**src/hdl/csc_pkg.sv**
```systemverilog
// Shared types and constants for the charge screen controller.
// No dependencies; every other file in hdl imports this package.
package csc_pkg;

	// Frame table geometry
	localparam int MAX_FRAMES = 8;
	localparam int FRAME_W    = $clog2(MAX_FRAMES);
	localparam int FTOTAL_W   = FRAME_W + 1;

	// Status refresh limits, in ticks
	localparam logic [3:0] REFRESH_LIMIT_AWAKE  = 4'd12;
	localparam logic [3:0] REFRESH_LIMIT_ASLEEP = 4'd6;

	// Result action codes
	localparam logic [1:0] ACT_CONTINUE = 2'd0;
	localparam logic [1:0] ACT_BOOT     = 2'd1;
	localparam logic [1:0] ACT_SHUTDOWN = 2'd2;

	// Charger command codes
	localparam logic [1:0] CMD_OFF   = 2'd0;
	localparam logic [1:0] CMD_MODE1 = 2'd1;
	localparam logic [1:0] CMD_MODE2 = 2'd2;
	localparam logic [1:0] CMD_NONE  = 2'd3;

	// Charge state codes from the fuel gauge
	localparam logic [1:0] CHG_FAULT = 2'd0;
	localparam logic [1:0] CHG_ALT   = 2'd2;

	// Configuration register indexes
	localparam logic [2:0] REG_LONG_PRESS  = 3'd0;
	localparam logic [2:0] REG_DIM_TIMEOUT = 3'd1;
	localparam logic [2:0] REG_OFF_TIMEOUT = 3'd2;
	localparam logic [2:0] REG_BRIGHT_ON   = 3'd3;
	localparam logic [2:0] REG_BRIGHT_DIM  = 3'd4;
	localparam logic [2:0] REG_FRAME_TABLE = 3'd5;
	localparam logic [2:0] REG_FRAME_TOTAL = 3'd6;

	// Configuration reset values
	localparam logic [15:0] RST_LONG_PRESS  = 16'd1500;
	localparam logic [21:0] RST_DIM_TIMEOUT = 22'd60000;
	localparam logic [21:0] RST_OFF_TIMEOUT = 22'd120000;
	localparam logic [7:0]  RST_BRIGHT_ON   = 8'd48;
	localparam logic [7:0]  RST_BRIGHT_DIM  = 8'd12;
	localparam logic [63:0] RST_FRAME_TABLE = 64'd0;
	localparam logic [3:0]  RST_FRAME_TOTAL = 4'd8;

	typedef struct packed {
		logic [31:0] now_ms;
		logic        charger_present;
		logic        power_key;
		logic [6:0]  battery_capacity;
		logic [1:0]  charge_state_code;
		logic        battery_full;
	} in_item_t;

	typedef struct packed {
		logic [1:0]         action;
		logic [1:0]         charger_command;
		logic               backlight_write;
		logic [7:0]         backlight_level;
		logic               standby_write;
		logic               panel_standby;
		logic               show_frame;
		logic [FRAME_W-1:0] frame_index;
	} out_item_t;

	typedef struct packed {
		logic [15:0] long_press_ms;
		logic [21:0] dim_timeout_ms;
		logic [21:0] off_timeout_ms;
		logic [7:0]  bright_on_level;
		logic [7:0]  bright_dim_level;
		logic [63:0] frame_level_table;
		logic [3:0]  frame_total;
	} cfg_t;

endpackage

```
**src/hdl/charge_screen_controller.sv**
```systemverilog
// Charge screen controller top level: input register, decision core,
// result register. Depends on csc_pkg, csc_cfg, csc_core.
//
// Usage:
//   in_valid/in_stall/in_data carry one charge-loop tick per item; an item
//   is taken at a clock edge with in_valid high and in_stall low.
//   out_valid/out_stall/out_data return exactly one result item per tick,
//   in order; the result is taken when out_valid is high and out_stall low.
//   cfg_valid/cfg_ready/cfg_index/cfg_data write the configuration
//   registers (index 0..6); cfg_ready is always high. Write them only
//   while no tick is in flight.
// Pipeline and throughput:
//   A taken tick waits in the input register while the decision logic works
//   on it; the result register then loads the result once it is empty or
//   being taken. One tick per cycle is sustained while out_stall is low;
//   the single pass of decision logic between the two registers sets the
//   cycle.
// Stall behavior:
//   When out_stall holds a result, the input register still takes one more
//   tick; in_stall rises only once both registers are full.
// Reset:
//   arst_n resets all controller state and loads the configuration
//   defaults; the first tick after reset latches the battery status.
module charge_screen_controller import csc_pkg::*; (
	input  logic        clk,
	input  logic        arst_n,
	input  logic        in_valid,
	output logic        in_stall,
	input  in_item_t    in_data,
	output logic        out_valid,
	input  logic        out_stall,
	output out_item_t   out_data,
	input  logic        cfg_valid,
	output logic        cfg_ready,
	input  logic [2:0]  cfg_index,
	input  logic [63:0] cfg_data
);

	cfg_t      cfg;
	logic      valid_s1;
	in_item_t  item_s1;
	logic      out_valid_q;
	out_item_t out_data_q;
	out_item_t result;
	logic      advance;
	logic      step;

	csc_cfg u_cfg (
		.clk       (clk),
		.arst_n    (arst_n),
		.cfg_valid (cfg_valid),
		.cfg_ready (cfg_ready),
		.cfg_index (cfg_index),
		.cfg_data  (cfg_data),
		.cfg       (cfg)
	);

	// Move forward whenever the result register is empty or being taken
	assign advance  = !out_valid_q || !out_stall;
	assign step     = valid_s1 && advance;
	assign in_stall = valid_s1 && !advance;

	csc_core u_core (
		.clk    (clk),
		.arst_n (arst_n),
		.step   (step),
		.item   (item_s1),
		.cfg    (cfg),
		.result (result)
	);

	// Input register: load when the held item moves on or the slot is empty
	always_ff @(posedge clk or negedge arst_n) begin
		if (!arst_n) begin
			valid_s1 <= 1'b0;
		end else if (!in_stall) begin
			valid_s1 <= in_valid;
		end
	end

	always_ff @(posedge clk) begin
		if (!in_stall && in_valid) begin
			item_s1 <= in_data;
		end
	end

	// Result register: hold while stalled
	always_ff @(posedge clk or negedge arst_n) begin
		if (!arst_n) begin
			out_valid_q <= 1'b0;
		end else if (advance) begin
			out_valid_q <= valid_s1;
		end
	end

	always_ff @(posedge clk) begin
		if (step) begin
			out_data_q <= result;
		end
	end

	assign out_valid = out_valid_q;
	assign out_data  = out_data_q;

endmodule

```
**src/hdl/csc_cfg.sv**
```systemverilog
// Configuration register file for the charge screen controller.
// Depends on csc_pkg for the register indexes and reset values.
module csc_cfg import csc_pkg::*; (
	input  logic        clk,
	input  logic        arst_n,
	input  logic        cfg_valid,
	output logic        cfg_ready,
	input  logic [2:0]  cfg_index,
	input  logic [63:0] cfg_data,
	output cfg_t        cfg
);

	cfg_t cfg_q;

	// Always able to take a write
	assign cfg_ready = 1'b1;
	assign cfg       = cfg_q;

	// Write the addressed register; drop writes to unknown indexes
	always_ff @(posedge clk or negedge arst_n) begin
		if (!arst_n) begin
			cfg_q.long_press_ms     <= RST_LONG_PRESS;
			cfg_q.dim_timeout_ms    <= RST_DIM_TIMEOUT;
			cfg_q.off_timeout_ms    <= RST_OFF_TIMEOUT;
			cfg_q.bright_on_level   <= RST_BRIGHT_ON;
			cfg_q.bright_dim_level  <= RST_BRIGHT_DIM;
			cfg_q.frame_level_table <= RST_FRAME_TABLE;
			cfg_q.frame_total       <= RST_FRAME_TOTAL;
		end else if (cfg_valid && cfg_ready) begin
			case (cfg_index)
				REG_LONG_PRESS:  cfg_q.long_press_ms     <= cfg_data[15:0];
				REG_DIM_TIMEOUT: cfg_q.dim_timeout_ms    <= cfg_data[21:0];
				REG_OFF_TIMEOUT: cfg_q.off_timeout_ms    <= cfg_data[21:0];
				REG_BRIGHT_ON:   cfg_q.bright_on_level   <= cfg_data[7:0];
				REG_BRIGHT_DIM:  cfg_q.bright_dim_level  <= cfg_data[7:0];
				REG_FRAME_TABLE: cfg_q.frame_level_table <= cfg_data;
				REG_FRAME_TOTAL: cfg_q.frame_total       <= cfg_data[3:0];
				default: ;
			endcase
		end
	end

endmodule

```
**src/hdl/csc_frame.sv**
```systemverilog
// Animation frame picker: finds the level group for the battery capacity
// and steps the cursor within it. Depends on csc_pkg.
module csc_frame import csc_pkg::*; (
	input  logic [63:0]        level_table,
	input  logic [3:0]         frame_total,
	input  logic [6:0]         capacity,
	input  logic [FRAME_W-1:0] cursor,
	output logic [FRAME_W-1:0] frame
);

	logic [7:0]          level [MAX_FRAMES];
	logic [FTOTAL_W-1:0] total;
	logic [MAX_FRAMES-1:0] hit;
	logic [FRAME_W-1:0]  start;
	logic [FTOTAL_W-1:0] next;
	logic [7:0]          cap_ext;

	assign cap_ext = {1'b0, capacity};

	// Clamp the frame count to one..MAX_FRAMES
	always_comb begin
		if (frame_total == 4'd0) begin
			total = FTOTAL_W'(1);
		end else if (frame_total > 4'(MAX_FRAMES)) begin
			total = FTOTAL_W'(MAX_FRAMES);
		end else begin
			total = FTOTAL_W'(frame_total);
		end
	end

	// Unpack the levels and compare each against the capacity
	always_comb begin
		for (int i = 0; i < MAX_FRAMES; i++) begin
			level[i] = level_table[i*8 +: 8];
			hit[i]   = (FTOTAL_W'(i) < total) && (cap_ext <= level[i]);
		end
	end

	// Take the lowest matching frame as the group start
	always_comb begin
		start = '0;
		for (int i = MAX_FRAMES - 1; i >= 0; i--) begin
			if (hit[i]) begin
				start = FRAME_W'(i);
			end
		end
	end

	assign next = {1'b0, cursor} + FTOTAL_W'(1);

	// Restart the group on a level change or at its end, else advance within it
	always_comb begin
		if (start == '0) begin
			frame = '0;
		end else if (level[cursor] < cap_ext || level[start] != level[cursor]) begin
			frame = start;
		end else if (next >= total || level[start] != level[next[FRAME_W-1:0]]) begin
			frame = start;
		end else begin
			frame = next[FRAME_W-1:0];
		end
	end

endmodule

```
**src/hdl/csc_core.sv**
```systemverilog
// Per-tick decision logic and controller state: status latch, charger
// command, key handling, screen timers. Depends on csc_pkg and csc_frame.
module csc_core import csc_pkg::*; (
	input  logic      clk,
	input  logic      arst_n,
	input  logic      step,
	input  in_item_t  item,
	input  cfg_t      cfg,
	output out_item_t result
);

	// Controller state
	logic               started_q;
	logic [1:0]         finished_q;
	logic [3:0]         refresh_q;
	logic [6:0]         lat_cap_q;
	logic [1:0]         lat_code_q;
	logic               lat_full_q;
	logic               asleep_q;
	logic               holding_q;
	logic [31:0]        hold_start_q;
	logic [31:0]        screen_on_q;
	logic [FRAME_W-1:0] cursor_q;
	logic               pending_q;

	// Next-state values
	logic               started_d;
	logic [1:0]         finished_d;
	logic [3:0]         refresh_d;
	logic [6:0]         lat_cap_d;
	logic [1:0]         lat_code_d;
	logic               lat_full_d;
	logic               asleep_d;
	logic               holding_d;
	logic [31:0]        hold_start_d;
	logic [31:0]        screen_on_d;
	logic [FRAME_W-1:0] cursor_d;
	logic               pending_d;

	logic [3:0]         refresh_inc;
	logic [3:0]         refresh_limit;
	logic               do_latch;
	logic [31:0]        screen_base;
	logic [31:0]        held_for;
	logic [31:0]        on_for;
	logic [FRAME_W-1:0] picked;

	assign refresh_inc   = refresh_q + 4'd1;
	assign refresh_limit = asleep_q ? REFRESH_LIMIT_ASLEEP : REFRESH_LIMIT_AWAKE;
	assign do_latch      = (finished_q == ACT_CONTINUE) &&
		(!started_q || (refresh_inc > refresh_limit));
	assign lat_cap_d     = do_latch ? item.battery_capacity : lat_cap_q;
	assign lat_code_d    = do_latch ? item.charge_state_code : lat_code_q;
	assign lat_full_d    = do_latch ? item.battery_full : lat_full_q;
	assign screen_base   = started_q ? screen_on_q : item.now_ms;
	assign held_for      = item.now_ms - hold_start_q;
	assign on_for        = item.now_ms - screen_base;

	csc_frame u_frame (
		.level_table (cfg.frame_level_table),
		.frame_total (cfg.frame_total),
		.capacity    (lat_cap_d),
		.cursor      (cursor_q),
		.frame       (picked)
	);

	// Decide the tick's result and the next state
	always_comb begin
		result       = '0;
		result.charger_command = CMD_NONE;
		started_d    = started_q;
		finished_d   = finished_q;
		refresh_d    = refresh_q;
		asleep_d     = asleep_q;
		holding_d    = holding_q;
		hold_start_d = hold_start_q;
		screen_on_d  = screen_on_q;
		cursor_d     = cursor_q;
		pending_d    = pending_q;

		if (finished_q != ACT_CONTINUE) begin
			result.action = finished_q;
		end else begin
			started_d   = 1'b1;
			screen_on_d = screen_base;
			if (!started_q) begin
				result.charger_command = (item.charge_state_code == CHG_ALT) ?
					CMD_MODE2 : CMD_MODE1;
			end
			refresh_d = (refresh_inc > refresh_limit) ? 4'd0 : refresh_inc;
			if (lat_code_d == CHG_FAULT || lat_full_d) begin
				result.charger_command = CMD_OFF;
			end

			if (!item.charger_present || lat_code_d == CHG_FAULT) begin
				// Unplug or fault: shut down
				finished_d    = ACT_SHUTDOWN;
				result.action = ACT_SHUTDOWN;
			end else if (item.power_key && holding_q &&
					held_for >= {16'd0, cfg.long_press_ms}) begin
				// Long press: boot with the screen off
				finished_d             = ACT_BOOT;
				result.action          = ACT_BOOT;
				result.backlight_write = 1'b1;
				result.standby_write   = 1'b1;
				result.panel_standby   = 1'b1;
			end else begin
				if (item.power_key) begin
					if (!holding_q) begin
						holding_d    = 1'b1;
						hold_start_d = item.now_ms;
					end
				end else if (holding_q) begin
					holding_d = 1'b0;
					asleep_d  = !asleep_q;
					pending_d = 1'b1;
				end else if (!asleep_q) begin
					if (on_for >= {10'd0, cfg.dim_timeout_ms}) begin
						result.backlight_write = 1'b1;
						result.backlight_level = cfg.bright_dim_level;
					end
					if (on_for >= {10'd0, cfg.off_timeout_ms}) begin
						asleep_d  = 1'b1;
						pending_d = 1'b1;
					end
				end

				if (!asleep_d) begin
					cursor_d           = picked;
					result.show_frame  = 1'b1;
					result.frame_index = picked;
				end

				if (pending_d) begin
					result.backlight_write = 1'b1;
					result.backlight_level = asleep_d ? 8'd0 : cfg.bright_on_level;
					result.standby_write   = 1'b1;
					result.panel_standby   = asleep_d;
					if (!asleep_d) begin
						screen_on_d = item.now_ms;
					end
				end
				pending_d = 1'b0;
			end
		end
	end

	// Commit the state when the item leaves for the result register
	always_ff @(posedge clk or negedge arst_n) begin
		if (!arst_n) begin
			started_q    <= 1'b0;
			finished_q   <= ACT_CONTINUE;
			refresh_q    <= 4'd0;
			lat_cap_q    <= 7'd0;
			lat_code_q   <= CHG_FAULT;
			lat_full_q   <= 1'b0;
			asleep_q     <= 1'b0;
			holding_q    <= 1'b0;
			hold_start_q <= 32'd0;
			screen_on_q  <= 32'd0;
			cursor_q     <= '0;
			pending_q    <= 1'b1;
		end else if (step) begin
			started_q    <= started_d;
			finished_q   <= finished_d;
			refresh_q    <= refresh_d;
			lat_cap_q    <= lat_cap_d;
			lat_code_q   <= lat_code_d;
			lat_full_q   <= lat_full_d;
			asleep_q     <= asleep_d;
			holding_q    <= holding_d;
			hold_start_q <= hold_start_d;
			screen_on_q  <= screen_on_d;
			cursor_q     <= cursor_d;
			pending_q    <= pending_d;
		end
	end

	// Once finished, the controller stays finished with the same code
	assert property (@(posedge clk) disable iff (!arst_n)
		finished_q != ACT_CONTINUE |=> finished_q == $past(finished_q))
		else $error("finished code changed after finish");

	// Refresh counter wraps before it passes the awake limit
	assert property (@(posedge clk) disable iff (!arst_n)
		refresh_q <= REFRESH_LIMIT_AWAKE)
		else $error("refresh counter out of range");

	// Started never clears outside reset
	assert property (@(posedge clk) disable iff (!arst_n) !$fell(started_q))
		else $error("started flag cleared");

	// A boot result always blanks the panel
	assert property (@(posedge clk) disable iff (!arst_n)
		(step && finished_q == ACT_CONTINUE && result.action == ACT_BOOT) |->
		(result.backlight_write && result.standby_write && result.panel_standby))
		else $error("boot result without panel blanking");

	// No state moves without a committed item
	assert property (@(posedge clk) disable iff (!arst_n)
		$past(!step) |-> ($stable(asleep_q) && $stable(cursor_q) && $stable(holding_q)))
		else $error("state changed without an item");

endmodule
```
**config.mk**
```make
export PLATFORM = sky130hd
export DESIGN_NAME = charge_screen_controller
export DESIGN_NICKNAME = d
export VERILOG_FILES = /design/src/hdl/csc_pkg.sv /design/src/hdl/charge_screen_controller.sv /design/src/hdl/csc_cfg.sv /design/src/hdl/csc_frame.sv /design/src/hdl/csc_core.sv
export SDC_FILE = /design/constraint.sdc
export NUM_CORES = 1
export LEC_CHECK = 0
export BUFFER_PORTS_ARGS = -buffer_cell sky130_fd_sc_hd__buf_2
export CORE_AREA = 2 2 244 246
export DETAILED_ROUTE_END_ITERATION = 7
export DIE_AREA = 0 0 246 248
export GPL_TIMING_DRIVEN = 0
export PLACE_DENSITY_LB_ADDON = 0.05
export SYNTH_ARGS = -nofsm -noshare
export SYNTH_HDL_FRONTEND = slang
export SYNTH_SLANG_ARGS = --single-unit
```
**constraint.sdc**
```tcl
create_clock -name clk -period 6.75 [get_ports clk]
set_input_delay 1.6875 -clock clk [delete_from_list [all_inputs] [get_ports clk]]
set_output_delay 1.6875 -clock clk [all_outputs]
set_load 0.1 [all_outputs]
```
==> results of run 1 <==
==> worst paths after layout <==
kind / from / slack, ps / endpoint
max in group asynchronous: arst_n / 4410 / u_cfg.cfg[138]$_DFFE_PN1P_
hold / removal: valid_s1$_DFFE_PN0N_ / 480 / out_valid$_DFFE_PN0N_
setup reg to reg: u_core.refresh_q[0]$_DFFE_PN0P_ / 230 / u_core.cursor_q[2]$_DFFE_PN0P_
hold reg to reg: valid_s1$_DFFE_PN0N_ / 480 / out_valid$_DFFE_PN0N_
setup / recovery: u_core.refresh_q[0]$_DFFE_PN0P_ / 230 / u_core.cursor_q[2]$_DFFE_PN0P_
min in group asynchronous: arst_n / 1030 / u_cfg.cfg[53]$_DFFE_PN0P_
==> critical path, delay by kind of cell, from the launching register on <==
| kind | cells | cell delay [ps] |
|---|---|---|
| buffers and inverters | 6 | 910 |
| AOI/OAI and AO/OA | 9 | 2540 |
| and+or+nand+nor | 6 | 1480 |
| DFF | 1 | 410 |
| muxes | 1 | 280 |
| adders and majority gates | 3 | 820 |
==> cell type report <==
class,count,area (sq um),share of cell area [%]
multi-input cells,1446,11690,49.29
repair buffers,156,912.1,3.845
plain buffers,64,354.1,1.493
clock inverters,15,217.7,0.9178
clock buffers,59,1155,4.869
inverters,174,665.6,2.806
well taps,773,967.2,4.077
flip-flops and latches,296,7757,32.70
==> layer usage <==
layer | global-route usage (%) | vias to the layer above | part of all wire, %
li1 | - | 7682 | -
met1 | 24.91 | 7717 | 42
met2 | 38.81 | 278 | 51
met3 | 2.530 | 108 | 3.1
met4 | 8.734 | 0 | 4.0
met5 | 0 | - | 0
==> state kept, by name, summed over array words and instances (netlist names) <==
name	flops
u_cfg.cfg	144
item_s1	44
u_core.hold_start_q	32
u_core.screen_on_q	32
out_data	19
u_core.lat_cap_q	7
u_core.refresh_q	4
u_core.cursor_q	3
u_core.finished_q	2
u_core.lat_code_q	2
out_valid	1
u_core.asleep_q	1
u_core.holding_q	1
u_core.lat_full_q	1
u_core.pending_q	1
u_core.started_q	1
valid_s1	1
==> cell families after synthesis <==
logic type,Yosys count
AO/OA/AOI/OAI,493
XOR/XNOR,50
adder cells (fa/ha/maj),194
buffers and inverters,238
flip-flops,296
multiplexers,241
other,1
AND/OR/NAND/NOR,467
==> report_power, final <==
part	switching, W	internal [W]
Combinational	0.00146	0.000986
Clock	0.000845	0.00138
Sequential	0.000247	0.00208
Total	0.00256	0.00445
==> repair_timing <==
item / in CTS / in global routing
pin swaps: 4 / 9
endpoints found under the setup margin: 46 / 46
hold buffers: 0 / 0
setup buffers: 9 / 9
gates resized for setup: 26 / 29
==> synth_stat cells (6+ instances only) <==
library cell	n
nor2b_1	17
mux4_2	32
a211oi_1	28
o21a_1	17
nor4_1	6
a22oi_1	14
and2_1	7
nor3_1	29
xor2_1	17
o22ai_1	7
o311ai_0	7
or4_1	6
o21bai_1	12
a21boi_0	6
xnor2_1	33
or3_1	8
a221o_1	6
nand4_1	18
inv_1	174
dfstp_2	27
nand2b_1	17
nand2_1	164
nand3_1	45
o211ai_1	14
clkbuf_1	43
mux2_2	159
dfrtp_1	206
and3_1	11
a31oi_1	10
mux2i_1	45
nor3b_1	6
edfxtp_1	63
a21oi_1	111
buf_6	7
nor2_1	101
a21o_1	49
o21ai_0	138
ha_1	192
==> stage by stage <==
| stage | power, W | std cells |
|---|---|---|
| CTS | 0.007046 | 2974 |
| detailed placement | 0.004701 | 2891 |
| global route | 0.007436 | 2983 |
| floorplan | 0.003894 | 1980 |
| global placement | 0.004665 | 2888 |
| finish | 0.007005 | 2983 |
==> impl_metrics.json, run 1 <==
{
  "layout_common_cells": "dfrtp_1, ha_1, inv_1",
  "worst_hold_path_type": "reg2reg",
  "finalCritPeriodShare_pct": 96.59,
  "hold_ws_ps": 480.2,
  "synthCells": 1980,
  "rsz0062_at_grt": "false",
  "synth-simple-area-share_pct": 11.23,
  "synth_compound_area_share_pct": 16.57,
  "synth_flop_cell": "dfrtp_1",
  "cts-root-buf": "clkbuf_16",
  "post-route-util_pct": 40.57,
  "crit_fanout": 7,
  "critPathSlowestCell": "a222oi_1",
  "routed_wirelength_um": 64250,
  "max_slew_margin_pct": 11.85,
  "synth.ff_latch_count": 296,
  "slew_violations": 0,
  "final.fill_count": 5767,
  "layout_commonest_cell": "dfrtp_1",
  "setup_viol": 0,
  "arrival_ps": 7020,
  "placed_area_sq_um": 22000,
  "avgSynthCellArea_sq_um": 10.24,
  "synth_edf_count": 63,
  "antenna_found_initial": 1,
  "synth.area.top_cells": "dfrtp_1, ha_1, edfxtp_1",
  "cp-end-kind": "flip-flop",
  "synth_adder_area_share_pct": 12.05,
  "drtPass1Iterations": 5,
  "post-route-min-period_ps": 6520,
  "ioPinCount": 138,
  "place_ws_ps": -936.6,
  "crit_type": "reg2reg",
  "worstSkewPairLatency_ps": 570,
  "initialDrtViolationCount": 764,
  "final_antenna_net_count": 0,
  "clockBufferDepth": 3,
  "grt_pass1_vias": 16030,
  "drv_cap": 0,
  "rows": 89,
  "grt_usage_pct": 21.16,
  "avgViaCountPerCell": 5.292,
  "fp.dieH_um": 248,
  "drcViolationCount": 0,
  "yosysWarnings": 0,
  "portBuffers": 135,
  "status": "completed",
  "final_nets": 2488,
  "ys_async_sr_fraction_pct": 78.72,
  "htree_levels": 2,
  "hpwl_um": 50350,
  "start_kind": "flip-flop",
  "synth_cell_types": 108,
  "gp_congestion": 0.9105,
  "setup_ws_ps": 230.5,
  "clock_sinks": 296,
  "antennaDiodeCount": 0,
  "grt-ovfl-total": 0,
  "synth_nets": 2290,
  "grt_max_degree": 97,
  "via_count": 15790,
  "synth_top_family_by_area": "compound AO/OA/AOI/OAI gates",
  "numCtsBuffers": 40,
  "core_sq_um": 58460,
  "synth_xor_area_share_pct": 2.160,
  "hold_viol": 0,
  "skew_ps": 20.52,
  "drive_above_1_share_pct": 24.03,
  "yosysSeqAreaShare_pct": 38.26,
  "finalInstanceArea_sq_um": 23720,
  "crit_top_cell": "ha_1",
  "synth_top_area_cell": "dfrtp_1",
  "hold_path_depth": 1,
  "synth_top_area_share_pct": 25.43,
  "routedWlPerCell_um": 21.54,
  "setup_tns_ps": 0,
  "die_x_um": 246,
  "start_util_pct": 34.68,
  "p_leak_nw": 10.38,
  "worst_slew_pin_slew_ps": 1319,
  "synthesis.area_sq_um": 20270,
  "reg2reg_depth": 25,
  "muxShareOfSynthArea_pct": 14.89,
  "ir_drop_mv": 0.1828,
  "clk_pin_slew_ps": 60,
  "cp.required_ps": 7250,
  "areaGrowthSynthToFinish_pct": 17.00,
  "max_clock_freq_mhz": 153.4,
  "grt_pass1_wl_um": 97120,
  "cts_tree": "built",
  "die-area_sq_um": 61010,
  "slowest_delay_ps": 530,
  "powerDensity_nw_per_um2": 295.3
}
Power figures use the tool's default switching activity.
==> inputs of run 2 (changes only) <==
Settings changed: ABC_AREA set to 1, CORE_AREA 2 2 244 246 to 2 2 247 249, DIE_AREA 0 0 246 248 to 0 0 249 251, SKIP_CTS_REPAIR_TIMING set to 1.
==> impl_metrics.json, run 2 <==
{
  "status": "completed",
  "grt-ovfl-total": 0,
  "synth_most_common_cell": "nand2_1",
  "ys_async_sr_fraction_pct": 78.72,
  "portBuffers": 136,
  "die_x_um": 249,
  "routed_wirelength_um": 78360,
  "areaGrowthSynthToFinish_pct": 14.73,
  "hold_ws_ps": 458.3,
  "cts_tree": "built",
  "final.fill_count": 6357,
  "crit_type": "reg2reg",
  "cts-root-buf": "clkbuf_16",
  "finalInstanceArea_sq_um": 23870,
  "powerDensity_nw_per_um2": 295.7,
  "drcViolationCount": 0,
  "register_area_sq_um": 7756,
  "hold_viol": 0,
  "hpwl_um": 62050,
  "slew_violations": 0,
  "avgSynthCellArea_sq_um": 7.695,
  "layout_common_cells": "nand2_1, inv_1, o21ai_0",
  "finalCritPeriodShare_pct": 91.47,
  "initialDrtViolationCount": 1321,
  "clock_sinks": 296,
  "rsz0062_at_grt": "false",
  "max_slew_margin_pct": 35.67,
  "ir_drop_mv": 0.1575,
  "cp.required_ps": 7210,
  "crit_top_cell": "nand2_1",
  "synthesis.area_sq_um": 20810,
  "synth_cell_types": 67,
  "synth_flop_cell": "dfrtp_1",
  "synth_top_area_cell": "dfrtp_1",
  "start_kind": "flip-flop",
  "htree_levels": 2,
  "max_clock_freq_mhz": 162.0,
  "arrival_ps": 6630,
  "core_sq_um": 59790,
  "synth_edf_count": 63,
  "placed_area_sq_um": 22610,
  "post-route-min-period_ps": 6174,
  "routedWlPerCell_um": 21.18,
  "synthCells": 2704,
  "critPathBufInv": 3,
  "antennaDiodeCount": 0,
  "start_util_pct": 34.80,
  "grt_pass1_wl_um": 118300,
  "drtPass1Iterations": 5,
  "cp-end-kind": "flip-flop",
  "gp_congestion": 0.9771,
  "fp.dieH_um": 251,
  "layout_commonest_cell": "nand2_1",
  "critical-path-top-delay-family": "simple AND/OR/NAND/NOR gates",
  "p_leak_nw": 11.73,
  "skew_ps": 21.92,
  "drv_cap": 0,
  "grt_busiest_layer": "met2",
  "grt_usage_pct": 24.95,
  "synth.area.top_cells": "dfrtp_1, nand2_1, ha_1",
  "setup_viol": 0,
  "drive_above_1_share_pct": 11.86,
  "clockBufferDepth": 3,
  "met2_usage_pct": 37.86,
  "final_nets": 3197,
  "worst_slew_pin_slew_ps": 964.9,
  "grt.met1_usage_pct": 37.75,
  "die-area_sq_um": 62500,
  "met3_usage_pct": 2.868,
  "synth.ff_latch_count": 296,
  "final_antenna_net_count": 0,
  "critPathSlowestCell": "nor2_4",
  "yosysWarnings": 0,
  "rows": 90,
  "grt_pass1_vias": 18740,
  "synthTopCellsByCount": "nand2_1, inv_1, o21ai_0, a21oi_1, dfrtp_1",
  "yosysSeqAreaShare_pct": 37.28,
  "worst_hold_path_type": "reg2reg",
  "numCtsBuffers": 39,
  "worstSkewPairLatency_ps": 580,
  "antenna_found_initial": 1,
  "synth_nets": 3014,
  "grt_max_degree": 99,
  "via_count": 19290,
  "largest_reg_flops": 144,
  "multi_input_area_sq_um": 11400,
  "synth_top_area_share_pct": 24.78,
  "crit_fanout": 10,
  "slowest_delay_ps": 460,
  "avgViaCountPerCell": 5.213,
  "clk_pin_slew_ps": 60,
  "ioPinCount": 138
}
run 2: layout make-up:
type                    instances  area share, %
repair buffers                142          3.334
multi-input cells            1990          47.75
clock buffers                  64          4.901
well taps                     782          4.099
clock inverters                 8         0.3302
plain buffers                  86          1.861
flip-flops and latches        296          32.49
inverters                     332          5.236
run 2: path summary, 6_finish.rpt:
check                                        startpoint                                  to  slack (ps)  cells past startpoint
max in group asynchronous                        arst_n  u_core.screen_on_q[18]$_DFFE_PN0P_        4850                      2
min in group asynchronous                        arst_n           u_cfg.cfg[62]$_DFFE_PN0P_        1000                      1
min                        u_core.pending_q$_DFFE_PN1P_        u_core.pending_q$_DFFE_PN1P_         460                      2
max                        u_core.started_q$_DFFE_PN0P_  u_core.screen_on_q[30]$_DFFE_PN0P_         580                     32
min reg2reg                u_core.pending_q$_DFFE_PN1P_        u_core.pending_q$_DFFE_PN1P_         460                      2
max reg2reg                u_core.started_q$_DFFE_PN0P_  u_core.screen_on_q[30]$_DFFE_PN0P_         580                     32
run 2: tightest hold or removal path: stages, from the launching register on:
cell and delay, ps:
dfstp_2 370, nand2_1 60, inv_1 30
run 2: stage by stage:
step | instances | setup TNS [ps] | power [W] | setup slack (ps) | util (%)
final | 3700 | 0 | 0.007058 | 575.6 | 39.92
after global routing | 3700 | 0 | 0.007540 | 88.18 | 39.92
after CTS | 3700 | 0 | 0.007101 | 170.7 | 39.90
after detailed placement | 3628 | 0 | 0.004976 | 202.5 | 37.81
after global placement | 3622 | -125370 | 0.004897 | -631.7 | 37.57
after floorplan | 2704 | 0 | 0.003990 | 1990 | -
run 2: logic make-up (layout without fill, tap and decap cells):
logic type                 Yosys count  count (layout)  synth area share, %
muxes                               30              30                1.473
DFF                                296             296                37.28
AOI/OAI and AO/OA                  597             597                16.05
and+or+nand+nor                   1108            1108                22.79
xor gates and xnor gates            60              60                2.526
buffers and inverters              418             632                8.124
other                                1               1              0.01802
adders and majority gates          194             194                11.74
run 2: where the power goes:
group	switching [W]	total, W	internal (W)
Clock	0.000852	0.00207	0.00122
Combinational	0.00184	0.00268	0.000848
Sequential	0.000223	0.00230	0.00208
Total	0.00291	0.00706	0.00415
run 2: routing by layer:
metal  up-vias  share of wire, %
met3        82               4.8
li1       9389                 -
met2       517                43
met1      9300                51
met5         -                 0
met4         0               2.0
==> inputs of run 3 (changes only) <==
Clock period 6.75 ns to 5.3 ns, I/O delays scaled along.
==> impl_metrics.json, run 3 (synthesis gave the netlist of run 2 again) <==
{
  "status": "completed",
  "cp-end-kind": "flip-flop",
  "rows": 90,
  "power.share.switching_pct": 41.22,
  "start_util_pct": 34.80,
  "gp_congestion": 0.9771,
  "post-route-min-period_ps": 5204,
  "worst_slew_pin_slew_ps": 965.0,
  "p_int_w": 0.005583,
  "layout_commonest_cell": "nand2_1",
  "hpwl_um": 62050,
  "grt-ovfl-total": 0,
  "start_kind": "flip-flop",
  "drv_cap": 0,
  "r2r_slack_ps": 100,
  "drtPass1Iterations": 7,
  "finalCritPeriodShare_pct": 98.18,
  "hold_viol": 0,
  "grt_pass1_vias": 18740,
  "clk_pin_slew_ps": 60,
  "p_sw_w": 0.003915,
  "routedWlPerCell_um": 21.34,
  "largest_reg_flops": 144,
  "skew_ps": 20.64,
  "crit_type": "reg2reg",
  "ioPinCount": 138,
  "rsz0062_at_grt": "true",
  "hold_path_depth": 2,
  "core_sq_um": 59790,
  "areaGrowthSynthToFinish_pct": 22.32,
  "setup_tns_ps": 0,
  "r2r_end": "u_core.screen_on_q[29]$_DFFE_PN0P_",
  "drcViolationCount": 0,
  "drive_above_1_share_pct": 17.67,
  "htree_levels": 2,
  "crit_fanout": 5,
  "critPathSlowestCell": "dfrtp_2",
  "powerDensity_nw_per_um2": 373.2,
  "worst_hold_path_type": "reg2reg",
  "grt_pass1_wl_um": 118300,
  "p_clk_share_pct": 27.9,
  "comb_power_share_pct": 41.1,
  "fp.dieH_um": 251,
  "finalInstanceArea_sq_um": 25450,
  "grt_max_degree": 99,
  "antennaDiodeCount": 0,
  "avgViaCountPerCell": 5.227,
  "final_cells": 3764,
  "hold_end": "u_core.screen_on_q[30]$_DFFE_PN0P_",
  "slowest_delay_ps": 370,
  "initialDrtViolationCount": 1359,
  "die_x_um": 249,
  "max_clock_freq_mhz": 192.2,
  "worstSetupStartpoint": "u_core.started_q$_DFFE_PN0P_",
  "cp.required_ps": 5810,
  "clock_sinks": 296,
  "p_leak_nw": 12.38,
  "routed_wirelength_um": 80320,
  "r2r_start": "u_core.started_q$_DFFE_PN0P_",
  "reg2reg_depth": 36,
  "via_count": 19670,
  "setup_viol": 0,
  "grt_usage_pct": 24.95,
  "hold_ws_ps": 478.5,
  "placed_cells": 3628,
  "max_slew_margin_pct": 35.67,
  "layout_common_cells": "nand2_1, inv_1, o21ai_0",
  "arrival_ps": 5710,
  "die-area_sq_um": 62500,
  "worstSkewPairLatency_ps": 580,
  "clockBufferDepth": 3,
  "final_nets": 3261,
  "cts_tree": "built",
  "numCtsBuffers": 39,
  "cts-root-buf": "clkbuf_16",
  "ir_drop_mv": 0.2004,
  "placed_area_sq_um": 22610,
  "antenna_found_initial": 0,
  "p_seq_share_pct": 31.0,
  "portBuffers": 136,
  "hold_path_startpoint": "u_core.screen_on_q[30]$_DFFE_PN0P_",
  "final_antenna_net_count": 0,
  "slew_violations": 0
}
## run 3: cell types whose count changed in the layout (fill, tap and decap cells not counted), moves of 14 or more
cell	previous run	this run
nand2_4	1	16
buf_4	9	47
nand2_2	8	27
a21oi_1	233	218
buf_12	1	15
nand3_2	2	17
nand3_1	178	160
nand2_1	683	647
## run 3: power by group through the flow
stage,combinational (W),sequential (W),clock (W)
6_report,0.00390,0.00294,0.00265
5_1_grt,0.00432,0.00298,0.00281
4_1_cts,0.00339,0.00293,0.00272
3_5_place_dp,0.00337,0.00297,0
3_3_place_gp,0.00327,0.00297,0
2_1_floorplan,0.00216,0.00292,0
## run 3: worst max-delay path, delay by kind of cell, from the launching register on
family | cells | cell delay (ps)
buffers and inverters | 8 | 990
AOI/OAI and AO/OA | 5 | 790
and+or+nand+nor | 19 | 2110
DFF | 1 | 370
adders and majority gates | 3 | 650
xor gates and xnor gates | 1 | 210
## run 3: worst max-delay path by stage
stage | end | slack [ps] | depth (start not counted)
floorplan | out_data[2]$_SDFFCE_PP0P_ | 560 | 32
global placement | out_data[2]$_SDFFCE_PP0P_ | -1990 | 33
detailed placement | u_core.screen_on_q[30]$_DFFE_PN0P_ | -1250 | 33
CTS | u_core.screen_on_q[30]$_DFFE_PN0P_ | -1280 | 33
global route | u_core.screen_on_q[29]$_DFFE_PN0P_ | -220 | 32
finish | u_core.screen_on_q[29]$_DFFE_PN0P_ | 100 | 36
## run 3: through the flow
stage	utilization, %	setup slack [ps]	power, W
2_1_floorplan	-	556.3	0.005081
3_3_place_gp	37.57	-1987	0.006237
3_5_place_dp	37.81	-1248	0.006338
4_1_cts	39.90	-1279	0.009044
5_1_grt	42.56	-219.3	0.01011
6_report	42.56	96.31	0.009498
## run 3: cell type report
type | instances | area [sq um]
Buffer | 86 | 575.6
Clock buffer | 64 | 1170
Clock inverter | 8 | 78.83
Fill cell | 6251 | 34340
Inverter | 332 | 1269
Multi-Input combinational cell | 1991 | 12110
Sequential cell | 296 | 7759
Tap cell | 782 | 978.4
Timing Repair Buffer | 205 | 1508
## run 3: metal layers
layer / GRT usage (%) / wire length (um) / up-vias
met5: 0 / 0 / -
met4: 5.662 / 1470 / 0
met3: 2.868 / 3587 / 83
met2: 37.86 / 34560 / 467
met1: 37.75 / 40700 / 9588
li1: - / - / 9536
